===== src/rtl/register_free_pool_and_var_map_unit_macros.svh =====
// assertion macros for the register free pool and variable map unit
// used by the top level; expects signals named clock and reset in scope
`ifndef REGISTER_FREE_POOL_AND_VAR_MAP_UNIT_MACROS_SVH
`define REGISTER_FREE_POOL_AND_VAR_MAP_UNIT_MACROS_SVH

// property that must hold at every edge out of reset
`define RFP_ASSERT_ALWAYS(lbl, expr, msg) \
   lbl: assert property (@(posedge clock) disable iff (reset) (expr)) else $error(msg);

// consequence that must hold in the cycle after the trigger
`define RFP_ASSERT_NEXT(lbl, ante, cons, msg) \
   lbl: assert property (@(posedge clock) disable iff (reset) (ante) |=> (cons)) else $error(msg);

`endif


===== src/rtl/rfp_pkg.sv =====
// shared types and constants for the register free pool and variable map unit
// no dependencies
`timescale 1ns / 1ps

package rfp_pkg;

   // field widths
   localparam int CMD_W  = 3;
   localparam int VAR_W  = 8;
   localparam int REG_W  = 6;
   localparam int POOL_W = 64;

   // command codes
   localparam logic [CMD_W-1:0] CMD_ALLOC      = 3'd0;
   localparam logic [CMD_W-1:0] CMD_RETURN     = 3'd1;
   localparam logic [CMD_W-1:0] CMD_LOOKUP     = 3'd2;
   localparam logic [CMD_W-1:0] CMD_INVALIDATE = 3'd3;
   localparam logic [CMD_W-1:0] CMD_TRANSFER   = 3'd4;
   localparam logic [CMD_W-1:0] CMD_ESTABLISH  = 3'd5;
   localparam logic [CMD_W-1:0] CMD_START      = 3'd6;

   // write port of the map table
   typedef struct packed {
      logic             en;
      logic [VAR_W-1:0] addr;
      logic [REG_W-1:0] data;
   } map_wr_type;

endpackage


===== src/rtl/register_free_pool_and_var_map_unit.sv =====
// Register free pool and variable map unit: keeps a 64-bit free-register bitmap and a
// variable-to-register table with per-entry valid bits, and runs one command per
// transaction (allocate, return, lookup, invalidate, transfer, establish, start).
// A new request is taken every cycle while responses drain, and each one returns exactly
// one response. The table is read at the edge that takes the request into the request
// register; the command logic then updates pool, valid bits and table and loads the
// response register once the response output is free, and the response is presented
// from that register. A stalled response holds the request register and then the
// input.
// Valid bits live in flops, so start clears the whole map at once; the table
// itself is not cleared. Depends on rfp_pkg, rfp_pick, rfp_map_ram and the macros header.
`timescale 1ns / 1ps
`include "register_free_pool_and_var_map_unit_macros.svh"

module register_free_pool_and_var_map_unit
   import rfp_pkg::*;
#(
   parameter int VAR_COUNT = 256
)
(
   input  logic              clock,
   input  logic              reset,
   // configuration
   input  logic              csr_valid,
   output logic              csr_ready,
   input  logic [POOL_W-1:0] csr_available_registers,
   // request
   input  logic              req_valid,
   output logic              req_ready,
   input  logic [CMD_W-1:0]  req_cmd,
   input  logic [VAR_W-1:0]  req_variable_id,
   input  logic [REG_W-1:0]  req_reg_index,
   input  logic [POOL_W-1:0] req_reg_mask,
   // response
   output logic              rsp_valid,
   input  logic              rsp_ready,
   output logic [REG_W-1:0]  rsp_reg_out,
   output logic              rsp_reg_valid,
   output logic              rsp_needs_move
);

   // only ids reachable by the 8-bit variable field get an entry
   localparam int ENTRIES = (VAR_COUNT < (1 << VAR_W)) ? VAR_COUNT : (1 << VAR_W);
   localparam int ADDR_W  = $clog2(ENTRIES);

   logic [POOL_W-1:0]  avail_ff;
   logic [POOL_W-1:0]  free_pool_ff, free_pool_in;
   logic [ENTRIES-1:0] map_valid_ff, map_valid_in;

   logic               s1_valid_ff;
   logic [CMD_W-1:0]   s1_cmd_ff;
   logic [VAR_W-1:0]   s1_var_ff;
   logic [REG_W-1:0]   s1_idx_ff;
   logic [POOL_W-1:0]  s1_mask_ff;

   logic               rsp_valid_ff;
   logic [REG_W-1:0]   rsp_reg_out_ff, rsp_reg_out_in;
   logic               rsp_reg_valid_ff, rsp_reg_valid_in;
   logic               rsp_needs_move_ff, rsp_needs_move_in;

   logic               out_free, fire, req_fire;
   logic               in_range, mapped;
   logic [ADDR_W-1:0]  s1_addr;
   logic [REG_W-1:0]   map_reg;
   logic               pick_found;
   logic [REG_W-1:0]   pick_idx;
   map_wr_type         map_wr;

   // handshake
   assign out_free  = !rsp_valid_ff || rsp_ready;
   assign fire      = s1_valid_ff && out_free;
   assign req_ready = !s1_valid_ff || out_free;
   assign req_fire  = req_valid && req_ready;
   assign csr_ready = 1'b1;

   // configuration register
   always_ff @(posedge clock) begin
      if (reset) begin
         avail_ff <= '1;
      end else if (csr_valid && csr_ready) begin
         avail_ff <= csr_available_registers;
      end
   end

   // request register
   always_ff @(posedge clock) begin
      if (reset) begin
         s1_valid_ff <= 1'b0;
      end else if (req_ready) begin
         s1_valid_ff <= req_valid;
      end
   end

   always_ff @(posedge clock) begin
      if (req_fire) begin
         s1_cmd_ff  <= req_cmd;
         s1_var_ff  <= req_variable_id;
         s1_idx_ff  <= req_reg_index;
         s1_mask_ff <= req_reg_mask;
      end
   end

   // map table, read as the request is taken
   rfp_map_ram #(
      .DEPTH  (ENTRIES),
      .ADDR_W (ADDR_W)
   ) u_map_ram (
      .clock   (clock),
      .rd_en   (req_fire),
      .rd_addr (req_variable_id),
      .wr      (map_wr),
      .rd_data (map_reg)
   );

   // highest free register allowed by the mask
   rfp_pick u_pick (
      .cand  (free_pool_ff & s1_mask_ff),
      .found (pick_found),
      .idx   (pick_idx)
   );

   // variable lookup
   assign s1_addr  = s1_var_ff[ADDR_W-1:0];
   assign in_range = 32'(s1_var_ff) < 32'(ENTRIES);
   assign mapped   = in_range && map_valid_ff[s1_addr];

   // command execution
   always_comb begin
      free_pool_in      = free_pool_ff;
      map_valid_in      = map_valid_ff;
      map_wr.en         = 1'b0;
      map_wr.addr       = s1_var_ff;
      map_wr.data       = s1_idx_ff;
      rsp_reg_out_in    = '0;
      rsp_reg_valid_in  = 1'b0;
      rsp_needs_move_in = 1'b0;
      if (fire) begin
         case (s1_cmd_ff)
            CMD_ALLOC: begin
               if (pick_found) begin
                  free_pool_in     = free_pool_ff & ~(POOL_W'(1) << pick_idx);
                  rsp_reg_out_in   = pick_idx;
                  rsp_reg_valid_in = 1'b1;
               end
            end
            CMD_RETURN: begin
               free_pool_in = free_pool_ff | (POOL_W'(1) << s1_idx_ff);
            end
            CMD_LOOKUP: begin
               if (mapped) begin
                  rsp_reg_out_in    = map_reg;
                  rsp_reg_valid_in  = 1'b1;
                  rsp_needs_move_in = !s1_mask_ff[map_reg];
               end else begin
                  rsp_needs_move_in = 1'b1;
               end
            end
            CMD_INVALIDATE: begin
               if (mapped) begin
                  free_pool_in          = free_pool_ff | (POOL_W'(1) << map_reg);
                  map_valid_in[s1_addr] = 1'b0;
               end
            end
            CMD_TRANSFER: begin
               if (mapped) begin
                  free_pool_in = free_pool_ff | (POOL_W'(1) << map_reg);
                  map_wr.en    = 1'b1;
               end
            end
            CMD_ESTABLISH: begin
               if (in_range) begin
                  map_wr.en             = 1'b1;
                  map_valid_in[s1_addr] = 1'b1;
               end
            end
            CMD_START: begin
               free_pool_in = avail_ff;
               map_valid_in = '0;
            end
            default: begin
            end
         endcase
      end
   end

   // pool and valid bits
   always_ff @(posedge clock) begin
      if (reset) begin
         free_pool_ff <= '1;
         map_valid_ff <= '0;
      end else begin
         free_pool_ff <= free_pool_in;
         map_valid_ff <= map_valid_in;
      end
   end

   // response register
   always_ff @(posedge clock) begin
      if (reset) begin
         rsp_valid_ff <= 1'b0;
      end else if (fire) begin
         rsp_valid_ff <= 1'b1;
      end else if (rsp_ready) begin
         rsp_valid_ff <= 1'b0;
      end
   end

   always_ff @(posedge clock) begin
      if (fire) begin
         rsp_reg_out_ff    <= rsp_reg_out_in;
         rsp_reg_valid_ff  <= rsp_reg_valid_in;
         rsp_needs_move_ff <= rsp_needs_move_in;
      end
   end

   assign rsp_valid      = rsp_valid_ff;
   assign rsp_reg_out    = rsp_reg_out_ff;
   assign rsp_reg_valid  = rsp_reg_valid_ff;
   assign rsp_needs_move = rsp_needs_move_ff;

   // checks
   `RFP_ASSERT_NEXT(a_alloc_clears, fire && (s1_cmd_ff == CMD_ALLOC) && pick_found, !free_pool_ff[$past(pick_idx)], "allocated register still free")
   `RFP_ASSERT_NEXT(a_start_loads, fire && (s1_cmd_ff == CMD_START), (free_pool_ff == $past(avail_ff)) && (map_valid_ff == '0), "start did not load pool or clear map")
   `RFP_ASSERT_NEXT(a_req_held, s1_valid_ff && !fire, s1_valid_ff, "pending request dropped")
   `RFP_ASSERT_ALWAYS(a_invalid_zero, !rsp_valid_ff || rsp_reg_valid_ff || (rsp_reg_out_ff == '0), "invalid response carries a register")

endmodule


===== src/rtl/rfp_pick.sv =====
// highest set bit finder over the 64-bit candidate register bitmap
// depends on rfp_pkg
`timescale 1ns / 1ps

module rfp_pick
   import rfp_pkg::*;
(
   input  logic [POOL_W-1:0] cand,
   output logic              found,
   output logic [REG_W-1:0]  idx
);

   logic [31:0] v32;
   logic [15:0] v16;
   logic [7:0]  v8;
   logic [3:0]  v4;
   logic [1:0]  v2;
   logic        hi32, hi16, hi8, hi4, hi2, hi1;

   // binary search for the top set bit, one halving per level
   always_comb begin
      hi32 = |cand[63:32];
      v32  = hi32 ? cand[63:32] : cand[31:0];
      hi16 = |v32[31:16];
      v16  = hi16 ? v32[31:16] : v32[15:0];
      hi8  = |v16[15:8];
      v8   = hi8 ? v16[15:8] : v16[7:0];
      hi4  = |v8[7:4];
      v4   = hi4 ? v8[7:4] : v8[3:0];
      hi2  = |v4[3:2];
      v2   = hi2 ? v4[3:2] : v4[1:0];
      hi1  = v2[1];
   end

   assign found = |cand;
   assign idx   = {hi32, hi16, hi8, hi4, hi2, hi1};

endmodule


===== src/rtl/rfp_map_ram.sv =====
// variable-to-register map table: one write port, one registered read port
// depends on rfp_pkg; a read of the address written in the same cycle gets the new data
`timescale 1ns / 1ps

module rfp_map_ram
   import rfp_pkg::*;
#(
   parameter int DEPTH  = 256,
   parameter int ADDR_W = 8
)
(
   input  logic             clock,
   input  logic             rd_en,
   input  logic [VAR_W-1:0] rd_addr,
   input  map_wr_type       wr,
   output logic [REG_W-1:0] rd_data
);

   logic [REG_W-1:0] mem [DEPTH];
   logic [REG_W-1:0] rd_data_ff;

   // table write
   always_ff @(posedge clock) begin
      if (wr.en) begin
         mem[wr.addr[ADDR_W-1:0]] <= wr.data;
      end
   end

   // registered read with bypass of a same-cycle write
   always_ff @(posedge clock) begin
      if (rd_en) begin
         if (wr.en && (wr.addr == rd_addr)) begin
            rd_data_ff <= wr.data;
         end else begin
            rd_data_ff <= mem[rd_addr[ADDR_W-1:0]];
         end
      end
   end

   assign rd_data = rd_data_ff;

endmodule

===== config.mk =====
export PLATFORM = sky130hd
export DESIGN_NAME = register_free_pool_and_var_map_unit
export DESIGN_NICKNAME = d
export VERILOG_FILES = /design/src/rtl/rfp_pkg.sv /design/src/rtl/register_free_pool_and_var_map_unit.sv /design/src/rtl/rfp_pick.sv /design/src/rtl/rfp_map_ram.sv
export VERILOG_INCLUDE_DIRS = /design/src /design/src/rtl
export SDC_FILE = /design/constraint.sdc
export NUM_CORES = 2
export LEC_CHECK = 0
export BUFFER_PORTS_ARGS = -buffer_cell sky130_fd_sc_hd__clkbuf_2
export CAP_MARGIN = 20
export CORE_ASPECT_RATIO = 1.1
export CORE_UTILIZATION = 55
export CTS_CLUSTER_SIZE = 20
export DETAILED_ROUTE_END_ITERATION = 6
export GPL_ROUTABILITY_DRIVEN = 1
export GPL_TIMING_DRIVEN = 0
export PLACE_DENSITY = 0.76
export SYNTH_ARGS = -nofsm -noshare
export SYNTH_HDL_FRONTEND = slang
export SYNTH_SLANG_ARGS = --single-unit

===== constraint.sdc =====
create_clock -name clock -period 8.5 [get_ports clock]
set_clock_uncertainty 0.15 [all_clocks]
set_input_delay 1.7 -clock clock [delete_from_list [all_inputs] [get_ports clock]]
set_output_delay 1.7 -clock clock [all_outputs]
set_load 0.01 [all_outputs]

==> metrics.md <==
| Metric | Value |
|---|---|
| Status | `finished, violations left` |
| Failing checks | `DRC` |
| FF/Latch Area | `56700 sq um` |
| Vias in the first global route | `~58000` |
| R2r endpoint | `u_map_ram.mem[97][0]$_DFFE_PP_` |
| Antenna violations before repair | `17` |
| Main flop type after synthesis | `edfxtp_1` |
| Area grow syn2layout | `15.67%` |
| Worst Hold Path Cells | `2` |
| Clk pin slew, worst setup/hold paths | `0.07 ns` |
| Post-synthesis cell count | `between 5000 and 6000` |
| Worst endpoint required time | `8.84 ns` |
| Crit. End Element | `flip-flop` |
| Layout cell share with drive strength beyond 1 | `0.2107` |
| Slew HR | `0.1097` |
| Maximum resistive drop on vdd | `about 0.24 mV` |
| Final ANT Viol Nets | `0` |
| I/O Buffers | `157` |
| Final setup fails | `0` |
| Number of DRC markers in iteration 0 | `10900` |
| Post-layout util | `0.6408` |
| GR Overflow Total | `0` |
| Setup bufs post-CTS | `0` |
| IO Count | `161` |
| Total track usage | `0.3933` |
| Worst R2R Start | `s1_addr[1]$_DFFE_PP_` |
| DP Wirelength | `206100 microns` |
| RSZ-0062 raised after global routing | `false` |
| Multi-input logic area | `about 26000 sq um` |
| Max H-tree Level | `4` |
| Fin area | `98550 sq um` |
| Detailed-route via count | `60920` |
| Slew @ Worst Pin | `1.335 ns` |
| Top cells by area, synth | `edfxtp_1 57%, mux4_2 16%, dfxtp_1 9.1%` |
| Die Span Y | `414.8 microns` |
| CTS tree | `built` |
| Reg2reg path depth | `12` |
| Largest net degree at the start of global routing | `just under 50` |
| Initial core utilization | `0.5540` |
| Global-route wire length before repair | `429500 microns` |
| Synth Warn # | `0` |
| Synth area leader | `edfxtp_1` |
| Final nets | `between 6000 and 7000` |
| Number of max-cap violations | `0` |
| Fillcell total | `roughly 10000` |
| Hold WC Path Type | `flip-flop to flip-flop` |
| Final worst setup slack | `0.3533 ns` |
| Post-CTS sizing | `0` |
| Core Rows | `151` |
| Post-cts hold buffer count | `0` |
| Netlist cell types | `79` |
| DR DRC count | `53` |
| DRT Pass-1 Iters | `7` |
| Max Clock Freq | `0.1227 GHz` |
| Synthesized area per cell | `between 15 and 20 sq um` |
| Post-DP Area | `around 90000 sq um` |
| Crit path DAT | `8.48 ns` |
| Mapped Area | `85200 sq um` |
| Post-place setup slack | `1.045 ns` |
| Post-synth EDFFs | `1631` |
| Worst hold path endpoint | `map_valid_ff[212]$_SDFFE_PP0P_` |
| CP startpoint kind | `flip-flop` |
| Final hold violations | `0` |
| Slew Limit Fails | `0` |
| Routability cong. | `1.023` |
| PD cells | `220.6 nW/um^2` |
| Sink Count | `2017` |
| Later-pin clock latency in the skew report | `0.87 ns` |
| Net Count, Synth | `5699` |
| Post-layout minimum cycle time | `8.147 ns` |
| Period utilization | `0.9584` |
| Crit Path Category | `flip-flop to flip-flop` |
| Chip width | `377.3 microns` |
| Routed vias/inst | `7.302` |
| Hold_ws | `0.3251 ns` |
| Max FO, Critical Path | `10` |
| Synth Register Bits | `2017` |
| CTS Buffer Depth | `3` |
| CTS Root Cell | `clkbuf_16` |
| Register area share after synthesis | `0.6656` |
| Hold Startpoint | `map_valid_ff[212]$_SDFFE_PP0P_` |
| Synth top area share | `0.5749` |
| CORE AREA | `153800 sq um` |
| WL final | `311500 microns` |
| Per-cell routed wire length | `37.33 microns` |
| Ys async rst share | `0` |
| Leak | `0.03101 uW` |
| Worst reg2reg setup slack | `0.35 ns` |
| Die footprint | `156500 sq um` |
| TritonCTS Buffers | `193` |
[worst max-delay path by stage]
stage	from	to	slack, ns	depth (start not counted)
2_1_floorplan	req_variable_id[0]	u_map_ram.rd_data[0]$_DFFE_PP_	3.17	9
3_3_place_gp	s1_idx_ff[2]$_DFFE_PP_	free_pool_ff[53]$_SDFFE_PP1P_	-0.87	7
3_5_place_dp	s1_addr[1]$_DFFE_PP_	u_map_ram.mem[98][2]$_DFFE_PP_	1.05	12
4_1_cts	s1_addr[1]$_DFFE_PP_	u_map_ram.mem[101][4]$_DFFE_PP_	0.96	12
5_1_grt	s1_addr[1]$_DFFE_PP_	u_map_ram.mem[96][4]$_DFFE_PP_	0.86	12
6_report	s1_addr[1]$_DFFE_PP_	u_map_ram.mem[97][0]$_DFFE_PP_	0.35	12
[through the flow]
stage               total power (uW)  TNS (ns)  std cells
CTS                            21570         0       8269
detailed placement             12570         0       7904
floorplan                      11840         0       5549
finish                         21740         0       8344
global route                   22030         0       8331
global placement               12470    -43.65       7771
[cell families (layout without fill, tap and decap cells)]
logic type	Yosys count	after routing	synth area share
compound gates	1198	1198	0.08381
buf+inv	544	1261	0.02473
other cells	1	14	0.00004402
simple gates	1109	1109	0.05936
xor+xnor	8	8	0.0008225
mux	672	672	0.1656
flops	2017	2017	0.6656
[final cells by class]
class	count	share of cell area
multi-input cells	2988	0.2681
plain buffers	509	0.02009
flip-flops and latches	2017	0.5754
inverters	35	0.001333
well taps	2065	0.02622
clock buffers	221	0.05039
clock inverters	144	0.01734
repair buffers	352	0.04082
diodes	13	0.0003301
[layer usage]
metal,share of wire,track usage,wire [microns],up-vias
li1,-,-,-,23270
met1,0.31,0.4640,95550,29800
met2,0.45,0.5969,140800,6160
met3,0.15,0.1334,45750,1683
met4,0.094,0.2961,29250,14
met5,0.00043,0.004021,135,-
[layout by cell type, fill, tap and decap left out, drive strengths merged, types with 19 or more instances in the layout]
| master | count |
|---|---|
| mux4 | 590 |
| edfxtp | 1631 |
| nor3 | 286 |
| o21a | 37 |
| a21oi | 423 |
| nand3 | 194 |
| clkbuf | 782 |
| clkinvlp | 19 |
| bufinv | 33 |
| clkinv | 81 |
| o21bai | 41 |
| buf | 300 |
| a211o | 35 |
| inv | 46 |
| nand2 | 388 |
| dfxtp | 386 |
| a22oi | 60 |
| mux2i | 79 |
| a31oi | 184 |
| nor2 | 161 |
| o21ai | 315 |
[report_power, final]
part | internal, uW | total, uW | switching [uW] | leakage, uW
combinational | 608 | 1710 | 1110 | 0.00995
sequential | 10700 | 10800 | 73.4 | 0.0179
clock | 5230 | 9240 | 4010 | 0.00321
total | 16600 | 21700 | 5190 | 0.0310
[flip-flops by register name, summed over array words and instances (netlist names), 3 cells and up]
| signal | flops |
|---|---|
| u_map_ram.mem | 1536 |
| map_valid_ff | 256 |
| avail_ff | 64 |
| free_pool_ff | 64 |
| s1_mask_ff | 64 |
| s1_addr | 8 |
| rsp_reg_out | 6 |
| s1_idx_ff | 6 |
| u_map_ram.rd_data | 6 |
| s1_cmd_ff | 3 |
[critical path, stage by stage, from the launching register on]
cell,delay (ns)
edfxtp_1,0.66
buf_1,0.83
clkbuf_1,1.05
mux4_2,0.45
a22oi_1,0.17
a21oi_1,0.17
nor3_1,0.36
nand4_1,0.28
or3_1,0.55
o21ai_2,0.77
clkbuf_1,0.73
clkbuf_1,1.05
nor3_1,0.49
[synth_stat cells, types with 3 or more instances]
cell type,number
a311oi_1,5
nand3b_1,4
inv_1,34
nor3_2,3
a221oi_1,3
nor3_1,282
o21ai_0,311
a31oi_1,184
a22o_1,9
and2_1,11
a211oi_1,3
a222oi_1,3
o21bai_1,41
o211ai_1,13
buf_1,80
nor4_1,4
xnor2_1,8
a21o_1,9
clkbuf_1,388
o2111ai_1,3
o21ai_1,4
a21oi_1,421
dfxtp_1,386
nand2b_1,10
o21a_1,37
nor2b_1,14
a22oi_1,59
o31ai_1,9
nor2_1,161
or2_2,3
mux2i_1,79
edfxtp_1,1631
a211o_1,34
nand3_1,194
mux2_2,3
a32oi_1,8
mux4_2,590
nand4_1,12
buf_4,3
nand2_1,387
or3_1,7
a311o_1,17
buf_2,37
No activity file was read; power rests on OpenSTA's default activity.
